<file path="config.mk">
export PLATFORM = sky130hd
export DESIGN_NAME = gcode_move_classifier_core
export DESIGN_NICKNAME = d
export VERILOG_FILES = /design/src/design/gmc_pkg.sv /design/src/design/gcode_move_classifier_core.sv /design/src/design/gmc_front.sv /design/src/design/gmc_queue.sv /design/src/design/gmc_back.sv
export SDC_FILE = /design/constraint.sdc
export NUM_CORES = 2
export LEC_CHECK = 0
export ABC_AREA = 1
export BUFFER_PORTS_ARGS = -buffer_cell sky130_fd_sc_hd__buf_2
export CORE_ASPECT_RATIO = 1.4
export CORE_MARGIN = 3
export CORE_UTILIZATION = 62
export CTS_CLUSTER_SIZE = 24
export DETAILED_ROUTE_END_ITERATION = 10
export PLACE_DENSITY = 0.9
export SLEW_MARGIN = 25
export SYNTH_ARGS = -nofsm -noshare
export SYNTH_HDL_FRONTEND = slang
export SYNTH_SLANG_ARGS = --single-unit
</file>
<file path="constraint.sdc">
create_clock -name clk_i -period 45.4 [get_ports clk_i]
set_clock_uncertainty 0.15 [all_clocks]
set_input_delay 2.27 -clock clk_i [delete_from_list [all_inputs] [get_ports clk_i]]
set_output_delay 2.27 -clock clk_i [all_outputs]
set_load 0.05 [all_outputs]
</file>
<file path="src/design/gmc_pkg.sv">
package gmc_pkg;

  // Command codes of the input word.
  localparam logic [1:0] CMD_G0 = 2'd0;
  localparam logic [1:0] CMD_G1 = 2'd1;

  // Move classes of the result word.
  localparam logic [2:0] CLS_NONE    = 3'd0;
  localparam logic [2:0] CLS_EXTRUDE = 3'd1;
  localparam logic [2:0] CLS_TRAVEL  = 3'd2;
  localparam logic [2:0] CLS_PRIME   = 3'd3;
  localparam logic [2:0] CLS_SUCK    = 3'd4;

  // Feed rate width is fixed.
  localparam int unsigned FEED_BITS = 32;

  // Back end sequencer states.
  typedef enum logic [4:0] {
    ST_IDLE = 5'b00001,
    ST_SQR  = 5'b00010,
    ST_ROOT = 5'b00100,
    ST_DIV  = 5'b01000,
    ST_DONE = 5'b10000
  } back_state_e;

endpackage

</file>
<file path="src/design/gcode_move_classifier_core.sv">
// G-code move classifier.
// Input channel: one pre-parsed G0/G1 move per word (in_valid_i, in_stall_o).
// Absent axes and feed keep the last resolved value; other codes return an
// all-zero word with class none and leave the position untouched.
// Output channel: one result word per input word (out_valid_o, out_stall_i),
// carrying the resolved values, floor XYZ length, E delta, Q-format flow and
// move class.
// The front end resolves a move in the accept cycle and writes it into a
// two-word queue; it stalls only when that queue is full.
// The back end takes one word at a time: shift-add squaring of the three
// axes, COORD_BITS+1 square-root steps and COORD_BITS+FLOW_FRAC_BITS
// divide steps, then the result; an accepted word is registered in the
// queue before the back end can pop it.
// An ignored code skips the arithmetic and goes from the pop straight to
// the result.
// The result stays on the output while the receiver stalls; the queue keeps
// accepting until it is full.
// Reset clears the held position and feed to zero and empties the queue.
module gcode_move_classifier_core #(
  parameter int unsigned COORD_BITS     = 32,
  parameter int unsigned FLOW_FRAC_BITS = 16
) (
  input  logic                  clk_i,
  input  logic                  rst_ni,
  input  logic                  in_valid_i,
  output logic                  in_stall_o,
  input  logic [1:0]            cmd_i,
  input  logic [COORD_BITS-1:0] x_value_i,
  input  logic [COORD_BITS-1:0] y_value_i,
  input  logic [COORD_BITS-1:0] z_value_i,
  input  logic [COORD_BITS-1:0] e_value_i,
  input  logic [31:0]           feed_value_i,
  input  logic                  has_x_i,
  input  logic                  has_y_i,
  input  logic                  has_z_i,
  input  logic                  has_e_i,
  input  logic                  has_feed_i,
  output logic                  out_valid_o,
  input  logic                  out_stall_i,
  output logic [2:0]            move_class_o,
  output logic [COORD_BITS-1:0] out_x_o,
  output logic [COORD_BITS-1:0] out_y_o,
  output logic [COORD_BITS-1:0] out_z_o,
  output logic [COORD_BITS-1:0] out_e_o,
  output logic [31:0]           out_feed_o,
  output logic [COORD_BITS:0]   move_length_o,
  output logic [COORD_BITS:0]   extrude_delta_o,
  output logic [31:0]           flow_ratio_o
);

  localparam int unsigned EW = 8 * COORD_BITS + gmc_pkg::FEED_BITS + 2;

  logic          push, full, pop, q_valid;
  logic [EW-1:0] push_data, pop_data;

  assign in_stall_o = full;
  assign push       = in_valid_i && !full;

  gmc_front #(.W(COORD_BITS), .EW(EW)) u_front (
    .clk_i, .rst_ni, .push_i(push), .cmd_i, .x_value_i, .y_value_i, .z_value_i,
    .e_value_i, .feed_value_i, .has_x_i, .has_y_i, .has_z_i, .has_e_i,
    .has_feed_i, .entry_o(push_data)
  );

  gmc_queue #(.EW(EW)) u_queue (
    .clk_i, .rst_ni, .push_i(push), .push_data_i(push_data), .full_o(full),
    .pop_i(pop), .valid_o(q_valid), .pop_data_o(pop_data)
  );

  gmc_back #(.W(COORD_BITS), .F(FLOW_FRAC_BITS), .EW(EW)) u_back (
    .clk_i, .rst_ni, .valid_i(q_valid), .entry_i(pop_data), .pop_o(pop),
    .out_valid_o, .out_stall_i, .move_class_o, .out_x_o, .out_y_o, .out_z_o,
    .out_e_o, .out_feed_o, .move_length_o, .extrude_delta_o, .flow_ratio_o
  );

`ifndef NO_ASSERTIONS
  // A moving class needs a nonzero length.
  a_len_class: assert property (@(posedge clk_i) disable iff (!rst_ni)
    out_valid_o && (move_class_o == gmc_pkg::CLS_EXTRUDE ||
                    move_class_o == gmc_pkg::CLS_TRAVEL) |-> move_length_o != '0)
    else $error("moving class with zero length");

  // Flow is zero whenever the length is zero.
  a_flow_zero: assert property (@(posedge clk_i) disable iff (!rst_ni)
    out_valid_o && move_length_o == '0 |-> flow_ratio_o == '0)
    else $error("flow nonzero for zero length");

  // Class none only for an all-zero word.
  a_none: assert property (@(posedge clk_i) disable iff (!rst_ni)
    out_valid_o && move_class_o == gmc_pkg::CLS_NONE |->
      move_length_o == '0 && extrude_delta_o == '0 && out_feed_o == '0)
    else $error("class none with nonzero fields");
`endif

endmodule

</file>
<file path="src/design/gmc_front.sv">
module gmc_front #(
  parameter int unsigned W  = 32,
  parameter int unsigned EW = 8 * W + 34
) (
  input  logic                clk_i,
  input  logic                rst_ni,
  input  logic                push_i,
  input  logic [1:0]          cmd_i,
  input  logic [W-1:0]        x_value_i,
  input  logic [W-1:0]        y_value_i,
  input  logic [W-1:0]        z_value_i,
  input  logic [W-1:0]        e_value_i,
  input  logic [31:0]         feed_value_i,
  input  logic                has_x_i,
  input  logic                has_y_i,
  input  logic                has_z_i,
  input  logic                has_e_i,
  input  logic                has_feed_i,
  output logic [EW-1:0]       entry_o
);

  logic [W-1:0] last_x_q, last_y_q, last_z_q, last_e_q;
  logic [31:0]  last_f_q;
  logic [W-1:0] nx, ny, nz, ne;
  logic [31:0]  nf;
  logic [W:0]   dx, dy, dz, de;
  logic [W-1:0] ax, ay, az;
  logic         ign;

  // Resolve absent words from the held position.
  assign ign = (cmd_i != gmc_pkg::CMD_G0) && (cmd_i != gmc_pkg::CMD_G1);
  assign nx  = has_x_i ? x_value_i : last_x_q;
  assign ny  = has_y_i ? y_value_i : last_y_q;
  assign nz  = has_z_i ? z_value_i : last_z_q;
  assign ne  = has_e_i ? e_value_i : last_e_q;
  assign nf  = has_feed_i ? feed_value_i : last_f_q;

  // Signed deltas and their magnitudes.
  assign dx = {nx[W-1], nx} - {last_x_q[W-1], last_x_q};
  assign dy = {ny[W-1], ny} - {last_y_q[W-1], last_y_q};
  assign dz = {nz[W-1], nz} - {last_z_q[W-1], last_z_q};
  assign de = {ne[W-1], ne} - {last_e_q[W-1], last_e_q};
  assign ax = dx[W] ? W'(-dx) : dx[W-1:0];
  assign ay = dy[W] ? W'(-dy) : dy[W-1:0];
  assign az = dz[W] ? W'(-dz) : dz[W-1:0];

  assign entry_o = {ign, nx, ny, nz, ne, nf, ax, ay, az, de};

  // The held position follows every accepted move.
  always_ff @(posedge clk_i or negedge rst_ni) begin
    if (!rst_ni) begin
      last_x_q <= '0;
      last_y_q <= '0;
      last_z_q <= '0;
      last_e_q <= '0;
      last_f_q <= '0;
    end else if (push_i && !ign) begin
      last_x_q <= nx;
      last_y_q <= ny;
      last_z_q <= nz;
      last_e_q <= ne;
      last_f_q <= nf;
    end
  end

endmodule

</file>
<file path="src/design/gmc_queue.sv">
module gmc_queue #(
  parameter int unsigned EW = 290
) (
  input  logic          clk_i,
  input  logic          rst_ni,
  input  logic          push_i,
  input  logic [EW-1:0] push_data_i,
  output logic          full_o,
  input  logic          pop_i,
  output logic          valid_o,
  output logic [EW-1:0] pop_data_o
);

  logic [EW-1:0] mem_q [2];
  logic          wr_q, rd_q;
  logic [1:0]    cnt_q;

  assign full_o     = cnt_q == 2'd2;
  assign valid_o    = cnt_q != 2'd0;
  assign pop_data_o = mem_q[rd_q];

  // Two-word queue between the front and the back end.
  always_ff @(posedge clk_i or negedge rst_ni) begin
    if (!rst_ni) begin
      wr_q  <= 1'b0;
      rd_q  <= 1'b0;
      cnt_q <= 2'd0;
    end else begin
      if (push_i) wr_q <= !wr_q;
      if (pop_i) rd_q <= !rd_q;
      cnt_q <= cnt_q + 2'(push_i) - 2'(pop_i);
    end
  end

  always_ff @(posedge clk_i) begin
    if (push_i) mem_q[wr_q] <= push_data_i;
  end

endmodule

</file>
<file path="src/design/gmc_back.sv">
module gmc_back #(
  parameter int unsigned W  = 32,
  parameter int unsigned F  = 16,
  parameter int unsigned EW = 8 * W + 34
) (
  input  logic                clk_i,
  input  logic                rst_ni,
  input  logic                valid_i,
  input  logic [EW-1:0]       entry_i,
  output logic                pop_o,
  output logic                out_valid_o,
  input  logic                out_stall_i,
  output logic [2:0]          move_class_o,
  output logic [W-1:0]        out_x_o,
  output logic [W-1:0]        out_y_o,
  output logic [W-1:0]        out_z_o,
  output logic [W-1:0]        out_e_o,
  output logic [31:0]         out_feed_o,
  output logic [W:0]          move_length_o,
  output logic [W:0]          extrude_delta_o,
  output logic [31:0]         flow_ratio_o
);

  localparam int unsigned SW = 2 * W + 2;
  localparam int unsigned NB = W + F;
  localparam int unsigned RW = W + 4;
  localparam int unsigned QW = (NB > 33) ? NB : 33;
  localparam int unsigned CW = $clog2(NB + 1);

  gmc_pkg::back_state_e st_q;
  logic          ign_q;
  logic [W-1:0]  x_q, y_q, z_q, e_q, ay_q, az_q, mplier_q;
  logic [31:0]   f_q;
  logic [W:0]    de_q, root_q;
  logic [SW-1:0] sum_q, mcand_q;
  logic [RW-1:0] rem_q, r2, trial, dr2;
  logic [NB-1:0] dvd_q, q_q;
  logic [CW-1:0] cnt_q;
  logic [1:0]    axis_q;
  logic [W-1:0]  mag;
  logic [QW-1:0] qe;
  logic          big, neg;

  // Unpack the queue word.
  logic          e_ign;
  logic [W-1:0]  e_x, e_y, e_z, e_e, e_ax, e_ay, e_az;
  logic [31:0]   e_f;
  logic [W:0]    e_de;
  assign {e_ign, e_x, e_y, e_z, e_e, e_f, e_ax, e_ay, e_az, e_de} = entry_i;

  assign pop_o = (st_q == gmc_pkg::ST_IDLE) && valid_i;
  assign mag   = de_q[W] ? W'(-de_q) : de_q[W-1:0];

  // Root step and divide step.
  assign r2    = {rem_q[RW-3:0], sum_q[SW-1:SW-2]};
  assign trial = RW'({root_q, 2'b01});
  assign dr2   = {rem_q[RW-2:0], dvd_q[NB-1]};

  // Sequencer: square sum, square root, then the flow divide; an ignored code skips to the result.
  always_ff @(posedge clk_i or negedge rst_ni) begin
    if (!rst_ni) begin
      st_q <= gmc_pkg::ST_IDLE;
    end else begin
      case (st_q)
        gmc_pkg::ST_IDLE: begin
          if (valid_i) st_q <= e_ign ? gmc_pkg::ST_DONE : gmc_pkg::ST_SQR;
        end
        gmc_pkg::ST_SQR: begin
          if (cnt_q == CW'(W - 1) && axis_q == 2'd2) st_q <= gmc_pkg::ST_ROOT;
        end
        gmc_pkg::ST_ROOT: begin
          if (cnt_q == CW'(W)) st_q <= gmc_pkg::ST_DIV;
        end
        gmc_pkg::ST_DIV: begin
          if (cnt_q == CW'(NB - 1)) st_q <= gmc_pkg::ST_DONE;
        end
        gmc_pkg::ST_DONE: begin
          if (!out_stall_i) st_q <= gmc_pkg::ST_IDLE;
        end
        default: st_q <= gmc_pkg::ST_IDLE;
      endcase
    end
  end

  // Datapath registers.
  always_ff @(posedge clk_i) begin
    case (st_q)
      gmc_pkg::ST_IDLE: begin
        ign_q    <= e_ign;
        x_q      <= e_x;
        y_q      <= e_y;
        z_q      <= e_z;
        e_q      <= e_e;
        f_q      <= e_f;
        de_q     <= e_de;
        ay_q     <= e_ay;
        az_q     <= e_az;
        mplier_q <= e_ax;
        mcand_q  <= SW'(e_ax);
        sum_q    <= '0;
        axis_q   <= 2'd0;
        cnt_q    <= '0;
      end
      gmc_pkg::ST_SQR: begin
        if (mplier_q[0]) sum_q <= sum_q + mcand_q;
        if (cnt_q == CW'(W - 1)) begin
          cnt_q  <= '0;
          axis_q <= axis_q + 2'd1;
          rem_q  <= '0;
          root_q <= '0;
          if (axis_q == 2'd0) begin
            mplier_q <= ay_q;
            mcand_q  <= SW'(ay_q);
          end else begin
            mplier_q <= az_q;
            mcand_q  <= SW'(az_q);
          end
        end else begin
          cnt_q    <= cnt_q + CW'(1);
          mplier_q <= mplier_q >> 1;
          mcand_q  <= mcand_q << 1;
        end
      end
      gmc_pkg::ST_ROOT: begin
        sum_q <= sum_q << 2;
        if (r2 >= trial) begin
          root_q <= {root_q[W-1:0], 1'b1};
        end else begin
          root_q <= {root_q[W-1:0], 1'b0};
        end
        if (cnt_q == CW'(W)) begin
          cnt_q <= '0;
          rem_q <= '0;
          dvd_q <= NB'(mag) << F;
          q_q   <= '0;
        end else begin
          cnt_q <= cnt_q + CW'(1);
          rem_q <= (r2 >= trial) ? r2 - trial : r2;
        end
      end
      gmc_pkg::ST_DIV: begin
        dvd_q <= dvd_q << 1;
        cnt_q <= cnt_q + CW'(1);
        if (dr2 >= RW'(root_q)) begin
          rem_q <= dr2 - RW'(root_q);
          q_q   <= {q_q[NB-2:0], 1'b1};
        end else begin
          rem_q <= dr2;
          q_q   <= {q_q[NB-2:0], 1'b0};
        end
      end
      default: begin
      end
    endcase
  end

  // Result word; an ignored code reads as all zero.
  assign qe  = QW'(q_q);
  assign big = |qe[QW-1:31];
  assign neg = de_q[W];

  always_comb begin
    move_class_o    = '0;
    out_x_o         = '0;
    out_y_o         = '0;
    out_z_o         = '0;
    out_e_o         = '0;
    out_feed_o      = '0;
    move_length_o   = '0;
    extrude_delta_o = '0;
    flow_ratio_o    = '0;
    if (!ign_q) begin
      out_x_o         = x_q;
      out_y_o         = y_q;
      out_z_o         = z_q;
      out_e_o         = e_q;
      out_feed_o      = f_q;
      move_length_o   = root_q;
      extrude_delta_o = de_q;
      if (root_q != '0) begin
        move_class_o = (de_q != '0) ? gmc_pkg::CLS_EXTRUDE : gmc_pkg::CLS_TRAVEL;
        if (big) flow_ratio_o = neg ? 32'h8000_0000 : 32'h7FFF_FFFF;
        else flow_ratio_o = neg ? (32'd0 - qe[31:0]) : qe[31:0];
      end else begin
        move_class_o = (!neg && de_q != '0) ? gmc_pkg::CLS_PRIME : gmc_pkg::CLS_SUCK;
      end
    end
  end

  assign out_valid_o = st_q == gmc_pkg::ST_DONE;

endmodule
</file>
==> impl_metrics.toml <==
[status]
outcome = "completed"

[clock_tree]
cts_num_sinks = 1327
cts_buffers = 120
cts_max_level = 3
clkSlewWorstSetupHoldPaths_ns = 0.07
holdBufCountCts = 0
post_cts_buffers = 0
clock_latency_ns = 0.78
cts_resized = 0
cts_tree = "built"
root_buffer = "clkbuf_16"
clk_path_buf_depth = 3

[critical_path]
slowest_delay_ns = 0.44
start_kind = "register"
cp.required_ns = 42.98
rr_endpoint = "u_queue.mem_q[0][48]"
path_cells = "inv_1 > ha_1 > nand4_1 > nor3_1 > nand2_1 > nor2_2 > nand3_1 > nor2_2 > nand3_1 > a21oi_1 > buf_2"
ff2ff_setup_slack_ns = 41.01
cp.arrival_ns = 3.74
crit_buf_inv = 2
r2r_start = "u_front.last_z_q[21]"
worstSetupStartpoint = "u_back.de_q[1]"
cp-end-kind = "output port"
ff2ff_path_depth = 15
worst-path-max-fanout = 6
criticalPathCategory = "register to output port"
critical-path-slowest-cell = "edfxtp_1"
path_delay_family = "simple AND/OR/NAND/NOR gates"

[route]
via_per_inst = 5.81
drt_iter0_markers = 5483
ant_nets = 0
detail_route.wl_per_cell_um = 20.6
via_count = 60600
drt-total-wl_mm = 214
remaining_drc_errors = 0
dr.pass1.iters = 6

[synth]
synthXorXnorAreaFrac = 0.0242
synth_cell_types = 70
yosys.area_share.simple = 0.195
syn_avg_cell_area_um2 = 8.93
ys.flop_type = "edfxtp_1"
ys_ff_latch = 1327
ys_warn_count = 0
yosysSeqAreaShare = 0.523
synth_edf_count = 1158
muxShareOfSynthArea = 0.0391
syn_nets = 8796
synth_top_family_by_area = "simple AND/OR/NAND/NOR gates"
synth-compound-area-share = 0.0994
synthArstFlopShare = 0.127
syn_area_mm2 = 0.0745
synthAdderAreaFrac = 0.0473
syn-instance-count = 8347

[placed_design]
dp_cells = 10200
io_buffers = 432
dp_hpwl_mm = 156
placed_area_mm2 = 0.0782
place_congestion = 0.975

[global_route]
grt_overflow = 0
grt_max_degree = 178
grt_pass1_wl_mm = 327
antenna_found_initial = 10
gr-usage-all-layers = 0.335
grt_pass1_vias = 60500

[timing]
setup_tns_ns = 0
max_slew_margin = 0.249
fmax_mhz = 162
post-route-period-util = 0.136
report.final.slew_viol_count = 0
fin_crit_ns = 6.16
whs_ns = 0.349
tightest_slew_ns = 1.12
finalSetupViolCount = 0
hold_violations = 0
rsz0062_at_grt = "false"

[floorplanning]
start_util = 0.629
die_x_um = 299
io_pins = 434
die_h_um = 416
core_area_mm2 = 0.119
placementRows = 149
dieArea_mm2 = 0.124

[job]
drv_cap = 0

[cells_and_area]
finalNonFillerCells = 10400
fillers = 8807
layout-drive-gt1-share = 0.122
syn_to_final_growth_pct = 10.6
stdcell_area_mm2 = 0.0824
nNetsFinal = 9167

[min_path]
hp-start = "u_queue.cnt_q[1]"
hold_end = "u_back.st_q[0]"
hp-class = "register to register"
whs_path_depth = 3
==> state kept, by name (all words and copies together) (netlist names), 33 cells and up <==
register / flops
u_back.q_q: 48
u_queue.mem_q: 580
u_back.sum_q: 66
u_back.rem_q: 35
u_back.root_q: 33
u_back.de_q: 33
u_back.mcand_q: 66
==> synthesized netlist by cell type (22+ instances only) <==
library cell | n | area share
nand2_2 | 22 | 0.0018
nor4_1 | 22 | 0.0018
o211ai_1 | 57 | 0.0057
inv_1 | 1173 | 0.059
clkbuf_1 | 183 | 0.0092
o21ai_0 | 656 | 0.044
nand3b_1 | 30 | 0.0030
nand2_1 | 1872 | 0.094
xnor2_1 | 71 | 0.0083
o2111ai_1 | 32 | 0.0038
ha_1 | 272 | 0.046
nor2_1 | 975 | 0.049
nor3_1 | 80 | 0.0054
nor2_2 | 27 | 0.0023
o21ai_1 | 26 | 0.0017
nand4_1 | 61 | 0.0051
buf_1 | 25 | 0.0013
a31oi_1 | 31 | 0.0026
xor2_1 | 124 | 0.015
or2_2 | 39 | 0.0033
mux2_2 | 259 | 0.039
dfrtp_1 | 168 | 0.056
o21bai_1 | 27 | 0.0027
a21oi_1 | 408 | 0.027
edfxtp_1 | 1158 | 0.47
nand3_1 | 363 | 0.024
a21o_1 | 28 | 0.0028
==> worst reg2reg max path, delay by kind of cell, from the launching register on <==
family / cells / cell delay (ns)
compound gates: 4 / 1.29
simple gates: 6 / 0.93
buf+inv: 3 / 0.76
fa+ha+maj: 1 / 0.38
flops: 1 / 0.33
xor+xnor: 1 / 0.33
==> layout make-up <==
type,count,area (µm²),area share
sequential,1327,39000,0.473
clock inverter,81,926,0.0112
timing repair buffer,480,2590,0.0314
antenna,9,22.5,0.000273
inverter,1183,4440,0.0539
tap,1585,1980,0.0241
multi-input combinational,5606,30300,0.367
clock buffer,148,3220,0.0390
==> layer usage <==
layer / share of wire / GRT usage
met5: 0.000042 / 0
met4: 0.066 / 0.202
met3: 0.064 / 0.0404
met1: 0.35 / 0.370
met2: 0.52 / 0.614
==> worst max path at each step <==
stage                           endpoint  depth (start not counted)
finish                   move_class_o[1]                         11
detailed placement  u_queue.mem_q[0][49]                         16
CTS                   extrude_delta_o[4]                          4
floorplan                u_back.sum_q[0]                          3
global placement    u_queue.mem_q[0][49]                         16
global route             move_class_o[1]                         11
==> through the flow <==
stage / util / setup WS [ns]
2_1_floorplan: - / 11.97
3_3_place_gp: 0.660 / 38.87
3_5_place_dp: 0.660 / 38.75
4_1_cts: 0.695 / 39.20
5_1_grt: 0.695 / 39.03
6_report: 0.695 / 39.24
==> cells by family after synthesis <==
group	after synthesis
and+or+nand+nor	3524
buffers and inverters	1414
AOI/OAI and AO/OA	1345
DFF	1327
adders and majority gates	278
muxes	259
xor gates and xnor gates	200
==> cells in the final DEF (no fill, tap or decap), types with 27 or more instances in the layout <==
master     instances
inv_1           1172
xnor2_1           71
mux2_2           259
a31oi_1           31
or2_2             39
xor2_1           124
nor2_1           971
a21oi_1          408
nand2_1         1871
o21ai_0          654
o21bai_1          27
ha_1             272
nor2_2            27
nand3_1          363
buf_4             43
o2111ai_1         32
buf_2            430
a21o_1            28
clkbuf_16        120
edfxtp_1        1158
nand4_1           61
nand3b_1          30
dfrtp_1          167
nor3_1            79
o211ai_1          57
Power is not shown: default switching activity piles up to over one toggle a cycle in this logic, so the estimate is an artifact.
